### src/pft_pkg.sv
// Shared constants, types and a function for the planar pose transform.
package pft_pkg;

   localparam int POS_W        = 32;
   localparam int ANG_W        = 32;
   localparam int HEAD_W       = 31;
   localparam int DIFF_W       = 33;
   localparam int CORD_W       = 34;
   localparam int PROD_W       = DIFF_W + CORD_W;
   localparam int RND_W        = PROD_W - 30;
   localparam int SUM_W        = RND_W + 2;
   localparam int STAGES_DEF   = 24;
   localparam int STAGES_MAX   = 32;
   localparam int QUEUE_DEPTH  = 2;

   localparam logic [1:0] CSR_ORIGIN_X       = 2'd0;
   localparam logic [1:0] CSR_ORIGIN_Y       = 2'd1;
   localparam logic [1:0] CSR_ORIGIN_HEADING = 2'd2;

   localparam logic signed [CORD_W-1:0] PI_Q      = 34'sd843314857;
   localparam logic signed [CORD_W-1:0] TWO_PI_Q  = 34'sd1686629714;
   localparam logic signed [CORD_W-1:0] HALF_PI_Q = 34'sd421657428;
   localparam logic signed [CORD_W-1:0] GAIN_Q    = 34'sd652032874;

   localparam logic [31:0] ATAN_Q30 [STAGES_MAX] = '{
      32'd843314857, 32'd497837829, 32'd263043837, 32'd133525159, 32'd67021687,
      32'd33543516, 32'd16775851, 32'd8388437, 32'd4194283, 32'd2097149,
      32'd1048576, 32'd524288, 32'd262144, 32'd131072, 32'd65536, 32'd32768,
      32'd16384, 32'd8192, 32'd4096, 32'd2048, 32'd1024, 32'd512, 32'd256,
      32'd128, 32'd64, 32'd32, 32'd16, 32'd8, 32'd4, 32'd2, 32'd1, 32'd0
   };

   typedef struct packed {
      logic                       func;
      logic                       neg;
      logic signed [DIFF_W-1:0]   a;
      logic signed [DIFF_W-1:0]   b;
      logic signed [CORD_W-1:0]   z;
      logic signed [HEAD_W-1:0]   heading;
   } pft_item_type;

   typedef struct packed {
      logic signed [POS_W-1:0] x;
      logic signed [POS_W-1:0] y;
      logic signed [POS_W-1:0] heading;
   } pft_origin_type;

   // Truncated remainder by two pi, then folded into [-pi, pi].
   function automatic logic signed [CORD_W-1:0] wrap_angle(
      input logic signed [CORD_W-1:0] t);
      logic signed [CORD_W-1:0] r;
      r = t;
      if (t >= 0) begin
         if (r >= TWO_PI_Q) r = r - TWO_PI_Q;
         if (r >= TWO_PI_Q) r = r - TWO_PI_Q;
         if (r > PI_Q) r = r - TWO_PI_Q;
      end else begin
         if (r <= -TWO_PI_Q) r = r + TWO_PI_Q;
         if (r <= -TWO_PI_Q) r = r + TWO_PI_Q;
         if (r < -PI_Q) r = r + TWO_PI_Q;
      end
      return r;
   endfunction

endpackage

### src/pft_queue.sv
// Short register queue between front and back ends.
module pft_queue
   import pft_pkg::*;
(
   input  logic         clock,
   input  logic         reset,
   input  logic         push_valid,
   output logic         push_ready,
   input  pft_item_type push_item,
   output logic         pop_valid,
   input  logic         pop,
   output pft_item_type pop_item
);

   localparam int IW = $clog2(QUEUE_DEPTH);
   localparam int CW = $clog2(QUEUE_DEPTH + 1);

   pft_item_type  mem_ff [QUEUE_DEPTH];
   logic [IW-1:0] wr_ff, rd_ff;
   logic [CW-1:0] count_ff;
   logic          do_push, do_pop;

   assign push_ready = count_ff < CW'(QUEUE_DEPTH);
   assign pop_valid  = count_ff != '0;
   assign do_push    = push_valid & push_ready;
   assign do_pop     = pop & pop_valid;
   assign pop_item   = mem_ff[rd_ff];

   always_ff @(posedge clock) begin
      if (reset) begin
         wr_ff    <= '0;
         rd_ff    <= '0;
         count_ff <= '0;
      end else begin
         if (do_push) begin
            wr_ff <= (wr_ff == IW'(QUEUE_DEPTH - 1)) ? '0 : wr_ff + 1'b1;
         end
         if (do_pop) begin
            rd_ff <= (rd_ff == IW'(QUEUE_DEPTH - 1)) ? '0 : rd_ff + 1'b1;
         end
         count_ff <= count_ff + CW'(do_push) - CW'(do_pop);
      end
      if (do_push) begin
         mem_ff[wr_ff] <= push_item;
      end
   end

endmodule

### config.mk
export PLATFORM = sky130hd
export DESIGN_NAME = pft_queue
export DESIGN_NICKNAME = d
export VERILOG_FILES = /design/src/pft_pkg.sv /design/src/pft_queue.sv
export SDC_FILE = /design/constraint.sdc
export NUM_CORES = 1
export LEC_CHECK = 0
export BUFFER_PORTS_ARGS = -buffer_cell sky130_fd_sc_hd__buf_2
export CAP_MARGIN = 20
export CELL_PAD_IN_SITES_DETAIL_PLACEMENT = 1
export CELL_PAD_IN_SITES_GLOBAL_PLACEMENT = 2
export CORE_ASPECT_RATIO = 1.4
export CORE_MARGIN = 2
export CORE_UTILIZATION = 41
export DETAILED_ROUTE_END_ITERATION = 7
export HOLD_SLACK_MARGIN = 0.12
export PLACE_DENSITY_LB_ADDON = 0.1
export SLEW_MARGIN = 10
export SYNTH_ARGS = -nofsm -noshare
export SYNTH_HDL_FRONTEND = slang
export SYNTH_SLANG_ARGS = --single-unit
### constraint.sdc
create_clock -name clock -period 14.8 [get_ports clock]
set_input_delay 0.74 -clock clock [delete_from_list [all_inputs] [get_ports clock]]
set_output_delay 0.74 -clock clock [all_outputs]
set_load 0.005 [all_outputs]
Yosys cells after proc, flatten, opt, wreduce, memory -nomap -nowiden

Memory sizes are Yosys's and may differ from the RTL's. A register that Yosys moved wholly into a read port is not among the register bits.
Cells that the tools add are included.

Register bits after elaboration: 4
Input port bits: 137
Bits in writable memories: 266
Output and inout bits: 135
Memories kept: 1
Word-level logic and storage cells: 18

Bitwise operators: 2
Order comparisons: 1
Add/subtract/negate cells: 4
Reduce and logical (&&, ||, !) cells: 1
Mux-type cells: 6

Memory list:

| memory | depth | bits a word | read ports | clocked after Yosys merged registers in | write ports | RTL line        | text |
|---|---|---|---|---|---|---|---|
| mem_ff | 2     | 133         | 1          | 1                                       | 1           | pft_queue.sv:18 | `pft_item_type mem_ff [QUEUE_DEPTH];` |

Operators with widths:

| kind                                              | number |
|---|---|
| 1-bit 2-to-1 mux                                  | 6 |
| 1-bit adder, second input constant                | 2 |
| 2-bit by 1-bit adder with 2-bit output            | 1 |
| 1-bit AND                                         | 2 |
| 2-bit less-than comparator, second input constant | 1 |
| 2-bit nonzero test                                | 1 |
| 2-bit by 1-bit subtractor with 2-bit output       | 1 |

Longest topological paths before layout

Gate-level depths: netlist (run 1).

Depth after elaboration: 4
Mapped depth: 6
Depth with buffers taken out: 6

Least setup slack after synthesis (run 1)

Ideal clock, no wire load.

Path type: input to register
Start point: input port push_valid
End point: memory mem_ff[0][0] in the netlist's numbering (enable)
Cell stages on the path: 2
Buffers on the path: 0
Setup slack: 7.304 ns
Arrival time: 6.853 ns
Required time: 14.157 ns
Setup time: 0.643 ns
Path through: nor2b_1 -> nor2b_1

Cells in the longest elaborated chain, start to end: 3

RTL lines:

| element                                | RTL line        | text |
|---|---|---|
| from (decl)                            | pft_queue.sv:7  | `input logic push_valid,` |
| 1-bit AND                              | pft_queue.sv:25 | `assign do_push = push_valid & push_ready;` |
| 1-bit 2-to-1 mux                       | pft_queue.sv:43 | `if (do_push) begin` |
| 1-bit 2-to-1 mux (implied by the code) | pft_queue.sv:44 | `mem_ff[wr_ff] <= push_item;` |
| to (decl)                              | pft_queue.sv:18 |  |

No other way between the ends.

==> out/summary.txt, run 1 <==
Placed Cells: 1,017
crit-path max FO: 64
Reg-to-Reg End: mem_ff[1][1]$_DFFE_PP_
post-synth top area share: 79.0%
largest family of logic cells by synthesized area: multiplexers
slew margin rel.: 32.5%
mux contribution to synthesized area: 17.4%
RSZ-0062 raised after global routing: no
Die Wd: 137 um
Hold Path Sink: mem_ff[1][55]$_DFFE_PP_
Detail Route Antenna Nets: 0
Via density: 4.75
Synth Area in Compound Gates: 0.223%
first-pass GRT wire length: 30,800 um
Leak: 4.78 nW
syn nets: 579
clk buf depth: 3
CTS resizes: 0
fin area: 12,600 um^2
Die Ht: 190 um
simple-gate portion of the synthesized area: 0.792%
Worst Path Arrival: 2.63 ns
library cells used by synthesis: 20
Yosys warnings: 0
Routed Wire Length: 20,500 um
Fillers: 2,286
clock latency on the worst-skew pair: 0.52 ns
Final Critical Period: 3.37 ns
pre-CTS setup slack: 11.45 ns
setup_tns: 0 ns
Final Slew Violations: 0
total die area: 26,000 um^2
Total Power: 1.94 mW
CTS tree: built
RR Startpoint: count_ff[1]$_SDFF_PP0_
Hold Worst Slack: 0.409 ns
Yosys top cell by area: edfxtp_1
Worst R2R Setup Slack: 11.99 ns
DP Wirelength: 14,000 um
routability congestion estimate: 0.713
drt pass-1 iters: 4
PortBufs: 271
fin crit share: 22.8%
synthesized netlist cell count: 441
status: finished, final reports clean
layout cells sized above 1: 59.1%
largest net degree at the start of global routing: 71
initial drt markers: 176
hold wc startpoint: push_item[55]
clk sink count: 271
Final Hold Vio Count: 0
hold crit path type: primary input to flop
# H-tree levels: 1
Critical Path RT: 14.06 ns
Cell Rows: 68
synthesized area: 10,100 um^2
final setup vio count: 0
Congestion Overflow GR: 0
Post CTS Setup Buffer Count: 0
fin worst setup slack: 11.43 ns
wire per inst: 19.2 um
post-synthesis xor/xnor area fraction: 0.173%
sequential share of the synthesized area: 80.0%
Fmax: 297 MHz
vias in the first global route: 5,722
CTS Buf Count: 26
Area Overhead vs Synth: 24.3%
Pwr per Cell Area: 154 nW/um^2
initial core utilization: 41.4%
worst setup path category: flop to output pin
Slew @ Worst Pin: 1.01 ns
Worst VDD drop: 0.000101 V
cts hold-fix bufs: 0
Hold Crit Depth: 1
clock transition at the registers of the reported paths: 0.06 ns
adder-cell area share of the yosys netlist: 0.124%
max-cap violations: 0
clock root cell: clkbuf_16
top post-synthesis cells by area: edfxtp_1 79%, mux2_4 10%, mux2_2 7.0%
#FFs+latches synth: 271
fin nets: 868
Synth Area per Inst: 22.9 um^2
vias: 5,076
non-filler cells in the finished layout: 1,069
Worst setup SP type: flop
final core utilization: 51.5%
DRC: 0
Ports: 272
initial antenna violation count: 6
Worst Reg2Reg Path Length in Cells: 3
DP Area: 11,800 um^2
crit path capture type: output pin
clock skew: 0.0158 ns
GRT Total Usage: 15.5%
CORE AREA: 24,400 um^2
cells by family after synthesis:
kind of cell             count (synthesis)
flip-flops                             271
multiplexers                           133
buffers and inverters                   16
AND/OR/NAND/NOR                         14
AO/OA/AOI/OAI                            4
XOR/XNOR                                 2
adder cells (fa/ha/maj)                  1
layout make-up:
type | instances | area (um^2) | share of cell area [%]
diodes | 5 | 12.5 | 0.0995
clock buffers | 40 | 724 | 5.76
clock inverters | 7 | 53.8 | 0.428
inverters | 1 | 3.75 | 0.0298
multi-input cells | 154 | 1900 | 15.1
flip-flops and latches | 271 | 8090 | 64.3
well taps | 315 | 394 | 3.13
repair buffers | 276 | 1390 | 11.1
worst max-delay path: stages (launching register included):
cell	delay, ns
dfxtp_4	0.66
buf_4	0.85
mux2_2	0.42
buf_2	0.14
routing by layer:
metal | wire length (um) | track usage, % | up-vias
met4 | 571 | 5.65 | 2
met2 | 11000 | 28.4 | 189
met5 | 16 | 0.198 | -
li1 | - | - | 2331
met1 | 7110 | 16.4 | 2513
met3 | 1740 | 4.96 | 41
state kept, by name (all words and copies together) (netlist names), named ones only:
signal    count
mem_ff      266
count_ff      2
rd_ff         1
wr_ff         1
placed cells by master (no fill, tap or decap), drive strengths merged:
master	n
o21a	1
nor2b	4
edfxtp	266
dfxtp	5
clkinv	6
o21ai	2
xnor2	1
mux2	133
ha	1
a21oi	1
nor3	2
bufinv	1
and4bb	1
diode	5
nand3	1
nor2	4
inv	1
xor2	1
and2	1
buf	276
clkbuf	40
or2	1
where the power goes:
group	switching (mW)	internal, mW	total (mW)
clock	0.256	0.352	0.608
combinational	0.166	0.192	0.358
sequential	0.0293	0.941	0.970
total	0.451	1.49	1.94
synth_stat cells:
cell,number
a21oi_1,1
edfxtp_1,266
xor2_1,1
o21ai_0,2
ha_1,1
buf_6,9
nor2b_1,4
nor3_1,2
inv_1,1
xnor2_1,1
or2_2,1
and2_1,1
dfxtp_1,5
mux2_4,70
o21a_1,1
and4bb_2,1
nor2_1,4
mux2_2,63
nand3_1,1
buf_2,6
worst max-delay path by stage:
stage	startpoint	endpoint	cells past startpoint
after floorplan	push_valid	mem_ff[0][0]$_DFFE_PP_	2
after CTS	flop	pop_item[30]	3
after global routing	flop	pop_item[30]	3
after global placement	push_valid	mem_ff[1][121]$_DFFE_PP_	4
after detailed placement	push_valid	mem_ff[1][121]$_DFFE_PP_	4
final	flop	pop_item[30]	3
Power figures use the tool's default switching activity.
==> run 2: changes to the inputs <==
--- a/config.mk
+++ b/config.mk
@@ -5,13 +5,14 @@
 export SDC_FILE = /design/constraint.sdc
 export NUM_CORES = 1
 export LEC_CHECK = 0
+export ABC_AREA = 1
 export BUFFER_PORTS_ARGS = -buffer_cell sky130_fd_sc_hd__buf_2
 export CAP_MARGIN = 20
 export CELL_PAD_IN_SITES_DETAIL_PLACEMENT = 1
 export CELL_PAD_IN_SITES_GLOBAL_PLACEMENT = 2
 export CORE_ASPECT_RATIO = 1.4
 export CORE_MARGIN = 2
-export CORE_UTILIZATION = 41
+export CORE_UTILIZATION = 38
 export DETAILED_ROUTE_END_ITERATION = 7
 export HOLD_SLACK_MARGIN = 0.12
 export PLACE_DENSITY_LB_ADDON = 0.1
==> constraint.sdc (replaced) <==
create_clock -name clock -period 3.2 [get_ports clock]
set_input_delay 0.16 -clock clock [delete_from_list [all_inputs] [get_ports clock]]
set_output_delay 0.16 -clock clock [all_outputs]
set_load 0.005 [all_outputs]
==> run 2 against run 1 <==
Clock skew fell by 0.011 ns. Via count rose by 11%. Final area rose by 12%. Flip-flop and latch count did not move. Core utilization rose by 2.4 points. Global-route usage rose by 0.34 points. Total power rose to 5.0 times the previous value. Wire length rose by 10%. Highest routed layer is now met4.
==> out/summary.txt, run 2 <==
status: finished, final reports clean
top post-synthesis cells by area: edfxtp_1 79%, mux2_4 10%, mux2_2 7.0%
pre-CTS setup slack: 1.27 ns
initial antenna violation count: 1
Slew @ Worst Pin: 0.881 ns
Die Wd: 142 um
cts hold-fix bufs: 136
Sw Ratio: 24.8%
Synth Area per Inst: 22.7 um^2
Via density: 4.61
Top reg by flops: mem_ff
initial core utilization: 38.7%
#FFs+latches synth: 271
initial drt markers: 201
CTS Buf Count: 27
slew margin rel.: 41.2%
PortBufs: 271
most common cell in the netlist: edfxtp_1
synthesized area: 10,100 um^2
Critical Path RT: 3.04 ns
Comb power frac: 22.3%
synthesized netlist cell count: 446
clk sink count: 271
Synth Area in Compound Gates: 0.248%
clk buf depth: 3
vias: 5,621
Final Critical Period: 2.42 ns
total die area: 27,900 um^2
crit-path max FO: 50
Congestion Overflow GR: 0
Worst Path Arrival: 2.26 ns
# H-tree levels: 1
hold crit path type: primary input to flop
CTS resizes: 0
wire per inst: 18.5 um
Yosys warnings: 0
hold wc startpoint: push_item[62]
Cell Rows: 70
worst setup path category: flop to output pin
RR Startpoint: count_ff[1]$_SDFF_PP0_
RSZ-0062 raised after global routing: no
Worst VDD drop: 0.000480 V
largest family of logic cells by synthesized area: multiplexers
Post CTS Setup Buffer Count: 0
worst-path cell chain: buf_12 > mux2_2 > buf_2
fin nets: 1,012
fin crit share: 75.6%
CTS tree: built
Area Overhead vs Synth: 39.1%
Die Ht: 197 um
most used routing layer: met2
Fmax: 413 MHz
DP Wirelength: 14,500 um
library cells used by synthesis: 16
final setup vio count: 0
Detail Route Antenna Nets: 0
post-synthesis xor/xnor area fraction: 0.0867%
layout cells sized above 1: 50.7%
Pwr per Cell Area: 695 nW/um^2
sequential group share of total power: 47.5%
Leak: 5.43 nW
max-cap violations: 0
clock transition at the registers of the reported paths: 0.06 ns
vias in the first global route: 6,330
drt pass-1 iters: 4
critical path's slowest cell: dfxtp_4
GRT Total Usage: 15.9%
adder-cell area share of the yosys netlist: 0.124%
Worst setup SP type: flop
clock skew: 0.00505 ns
met3 usage: 4.01%
Clock Power Share: 30.2%
clock root cell: clkbuf_16
post-synth top area share: 79.0%
Total Power: 9.77 mW
Routed Wire Length: 22,500 um
syn nets: 584
Commonest cells post-synth: 266 x edfxtp_1, 70 x mux2_4, 63 x mux2_2
CORE AREA: 26,100 um^2
simple-gate portion of the synthesized area: 0.495%
fin worst setup slack: 0.780 ns
number of synthesized flops with an enable pin: 266
crit path capture type: output pin
Hold Worst Slack: 0.364 ns
share of synthesized registers carrying an async set or reset: 0%
top flop regs: mem_ff: 266 flops, count_ff: 2 flops
P_sw: 2.42 mW
clock latency on the worst-skew pair: 0.51 ns
largest net degree at the start of global routing: 72
DRC: 0
sequential share of the synthesized area: 80.0%
max FFs per register: 266
most frequent cells in the layout: 271 x buf_2, 266 x edfxtp_1, 136 x dlygate4sd3_1
routing usage on met1: 18.1%
Ports: 272
Yosys top cell by area: edfxtp_1
Final Slew Violations: 0
first-pass GRT wire length: 34,400 um
Main synth FF type: edfxtp_1
met2 Use GR: 29.3%
routability congestion estimate: 0.757
CP max stage delay: 0.78 ns
mux contribution to synthesized area: 17.4%
Pint: 7.35 mW
Final Hold Vio Count: 0
most common cell after layout, fill and taps aside: buf_2
[run 2: changes by cell type in the layout (fill, tap and decap cells not counted), sizes merged, moves of 5 or more]
cell	previous run	this run
clkinv	6	15
nand2	0	5
dlygate4sd3	0	136
clkbuf	40	32
inv	1	8
[run 2: area by class of cell]
type | count | area [um^2]
antenna | 1 | 2.50
clock buffer | 32 | 694
clock inverter | 17 | 129
fill | 2450 | 12000
inverter | 8 | 30.0
multi-input combinational | 152 | 1870
sequential | 271 | 8090
tap | 324 | 405
timing repair buffer | 414 | 2830
[run 2: power groups by stage]
stage          registers [mW]  clock network, mW  logic, mW
3_3_place_gp             4.69                  0       2.05
3_5_place_dp             4.72                  0       2.09
5_1_grt                  4.69               3.18       2.37
2_1_floorplan            4.66                  0       1.29
4_1_cts                  4.65               3.06       2.24
6_report                 4.64               2.95       2.18
[run 2: path summary, 6_finish.rpt]
kind / to / slack [ns] / cells after the start
worst max-delay path: pop_item[36] / 0.78 / 3
worst max register to register: mem_ff[0][89]$_DFFE_PP_ / 1.29 / 4
worst min register to register: flop / 0.49 / 2
worst min-delay path: mem_ff[1][62]$_DFFE_PP_ / 0.36 / 2
[run 2: routing by layer]
metal	part of all wire (%)	vias up
li1	-	2619
met1	38	2777
met2	53	188
met3	6.6	37
met4	2.1	0
met5	0	-
[run 2: stage by stage]
| step | utilization, % | area, um^2 | setup TNS, ns | std cells |
|---|---|---|---|---|
| after global placement | 45.5 | 11900 | 0 | 1033 |
| after detailed placement | 45.5 | 11900 | 0 | 1033 |
| final | 53.9 | 14100 | 0 | 1219 |
| after floorplan | - | 10100 | -335.35 | 446 |
| after CTS | 53.8 | 14100 | 0 | 1218 |
| after global routing | 53.8 | 14100 | 0 | 1218 |
[run 2: cell families (layout without fill, tap and decap cells)]
group | count (synthesis) | after routing
AND/OR/NAND/NOR | 12 | 12
other | 0 | 1
XOR/XNOR | 1 | 1
buffers and inverters | 23 | 471
multiplexers | 133 | 133
flip-flops | 271 | 271
adder cells (fa/ha/maj) | 1 | 1
AO/OA/AOI/OAI | 5 | 5
[run 2: critical path: cells and delay by family, from the launching register on]
family | cells | cell delay (ns)
DFF | 1 | 0.78
muxes | 1 | 0.39
buffers and inverters | 2 | 0.49
==> run 3: changes to the inputs <==
--- a/config.mk
+++ b/config.mk
@@ -12,7 +12,7 @@
 export CELL_PAD_IN_SITES_GLOBAL_PLACEMENT = 2
 export CORE_ASPECT_RATIO = 1.4
 export CORE_MARGIN = 2
-export CORE_UTILIZATION = 38
+export CORE_UTILIZATION = 35
 export DETAILED_ROUTE_END_ITERATION = 7
 export HOLD_SLACK_MARGIN = 0.12
 export PLACE_DENSITY_LB_ADDON = 0.1
==> constraint.sdc (replaced) <==
create_clock -name clock -period 2 [get_ports clock]
set_input_delay 0.1 -clock clock [delete_from_list [all_inputs] [get_ports clock]]
set_output_delay 0.1 -clock clock [all_outputs]
set_load 0.005 [all_outputs]
==> run 3 against run 2 <==
Die area is 8.4% higher. First-iteration DRC count fell by 27%. Wire length rose by 1.6%. Critical path type unchanged. Largest cell class unchanged. Cell count grew 4.9%. Sequential share of layout area fell by 0.98 points. Via count is 0.32% lower. Clock-buffer cell count rose by 12. Critical path depth unchanged. Clock power is 68% higher. Total power rose by 64%.
==> out/summary.txt, run 3 (same netlist as run 2, synthesis figures left out) <==
P_sw: 3.94 mW
Critical Path RT: 1.90 ns
CTS Buf Count: 29
Hold Worst Slack: 0.295 ns
CORE AREA: 28,400 um^2
Worst VDD drop: 0.000757 V
final setup vio count: 0
initial core utilization: 35.6%
initial antenna violation count: 2
Congestion Overflow GR: 0
Via density: 4.38
Detail Route Antenna Nets: 0
DRC: 0
Ports: 272
Worst Path Arrival: 1.79 ns
top flop regs: mem_ff: 266 flops, count_ff: 2 flops
total die area: 30,300 um^2
RSZ-0062 raised after global routing: no
Routed Wire Length: 22,900 um
Final Critical Period: 1.89 ns
Worst setup SP type: flop
clock transition at the registers of the reported paths: 0.06 ns
vias: 5,603
Worst Reg2Reg Path Length in Cells: 4
Die Wd: 148 um
worst path buffer plus inverter count: 2
clock root cell: clkbuf_16
max-cap violations: 0
Area Overhead vs Synth: 41.5%
Placed Cells: 1,087
Reg-to-Reg End: mem_ff[1][45]$_DFFE_PP_
max FFs per register: 266
Pwr per Cell Area: 1120 nW/um^2
clk sink count: 271
Largest delay share family, worst path: flip-flops
Die Ht: 205 um
Worst path depth: 3
slew margin rel.: 77.8%
DP Wirelength: 15,100 um
CTS tree: built
routability congestion estimate: 0.707
Fillers: 2,755
critical path's slowest cell: dfxtp_4
Worst R2R Setup Slack: 0.60 ns
Top reg by flops: mem_ff
wire per inst: 17.9 um
Cell Rows: 73
worst setup path category: flop to output pin
sequential group share of total power: 45.8%
largest net degree at the start of global routing: 55
Sw Ratio: 24.6%
hold crit path type: primary input to flop
drt pass-1 iters: 4
PortBufs: 271
Comb power frac: 23.2%
Clock Power Share: 31.0%
worst-path cell chain: buf_12 > mux2_2 > buf_2
Leak: 5.49 nW
Total Power: 16.0 mW
crit-path max FO: 31
non-filler cells in the finished layout: 1,279
Pint: 12.1 mW
fin nets: 1,020
# H-tree levels: 1
Final Slew Violations: 0
GRT Total Usage: 14.8%
crit path to: pop_item[116]
status: finished, final reports clean
clock latency on the worst-skew pair: 0.53 ns
first-pass GRT wire length: 34,900 um
RR Startpoint: count_ff[1]$_SDFF_PP0_
vias in the first global route: 6,374
crit path capture type: output pin
initial drt markers: 147
fin crit share: 94.3%
most common cell after layout, fill and taps aside: buf_2
clk buf depth: 3
layout cells sized above 1: 51.0%
CP max stage delay: 0.45 ns
Slew @ Worst Pin: 0.334 ns
Fmax: 530 MHz
clock skew: 0.00500 ns
final core utilization: 50.4%
most frequent cells in the layout: 271 x buf_2, 266 x edfxtp_1, 136 x dlygate4sd3_1
Final Hold Vio Count: 0
[run 3: cell types whose count changed in the layout (fill, tap and decap cells not counted), sizes merged]
cell / delta
clkinvlp: +2
buf: +6
clkinv: -11
clkbuf: +12
diode: +1
bufinv: -1
[run 3: how the worst min path moves through the flow]
stage	from	endpoint	slack, ns	cells after the start
after floorplan	reset	count_ff[0]$_SDFF_PP0_	0.17	1
after CTS	push_item[12]	mem_ff[1][12]$_DFFE_PP_	0.26	2
final	push_item[9]	mem_ff[0][9]$_DFFE_PP_	0.29	2
after detailed placement	push_item[66]	mem_ff[0][66]$_DFFE_PP_	0.29	1
after global routing	push_item[2]	mem_ff[0][2]$_DFFE_PP_	0.27	2
after global placement	push_item[20]	mem_ff[1][20]$_DFFE_PP_	0.29	1
[run 3: layer usage]
| layer | vias to the layer above | track usage [%] | part of all wire (%) |
|---|---|---|---|
| li1 | 2636 | - | - |
| met1 | 2756 | 16.0 | 36 |
| met3 | 29 | 4.45 | 7.4 |
| met2 | 182 | 28.1 | 54 |
| met5 | - | 0 | 0 |
| met4 | 0 | 3.74 | 1.9 |
[run 3: metrics by stage]
stage | instance area (um^2) | setup TNS (ns) | setup WS [ns]
CTS | 14300 | 0 | 0.0542
global placement | 12000 | 0 | 0.471
global route | 14300 | 0 | 0.0144
floorplan | 10100 | -227.21 | -0.866
finish | 14300 | 0 | 0.115
detailed placement | 12000 | 0 | 0.447
[run 3: layout make-up]
cell class	count	area (um^2)	area share, %
inverters	8	32.5	0.227
clock buffers	44	822	5.75
diodes	2	5.00	0.0350
well taps	375	469	3.28
flip-flops and latches	271	8090	56.6
repair buffers	420	2940	20.6
multi-input cells	152	1880	13.1
clock inverters	7	61.3	0.429
[run 3: repair_timing]
item	in CTS	in global routing
setup buffers	3	0
gates resized for setup	0	0
endpoints found under the hold margin	271	0
hold buffers	136	0
setup endpoints to repair	119	0
[run 3: worst reg2reg max path, stage by stage, from the launching register on]
cell     delay [ns]
dfxtp_2        0.33
inv_4          0.08
nand2_4        0.08
nor2_4         0.22
buf_12         0.30
[run 3: power by group through the flow]
stage / combinational [mW] / clock (mW) / sequential, mW
finish: 3.71 / 4.96 / 7.34
detailed placement: 3.52 / 0 / 7.51
global route: 4.03 / 5.34 / 7.42
global placement: 3.48 / 0 / 7.46
floorplan: 2.08 / 0 / 7.42
CTS: 3.82 / 5.15 / 7.36
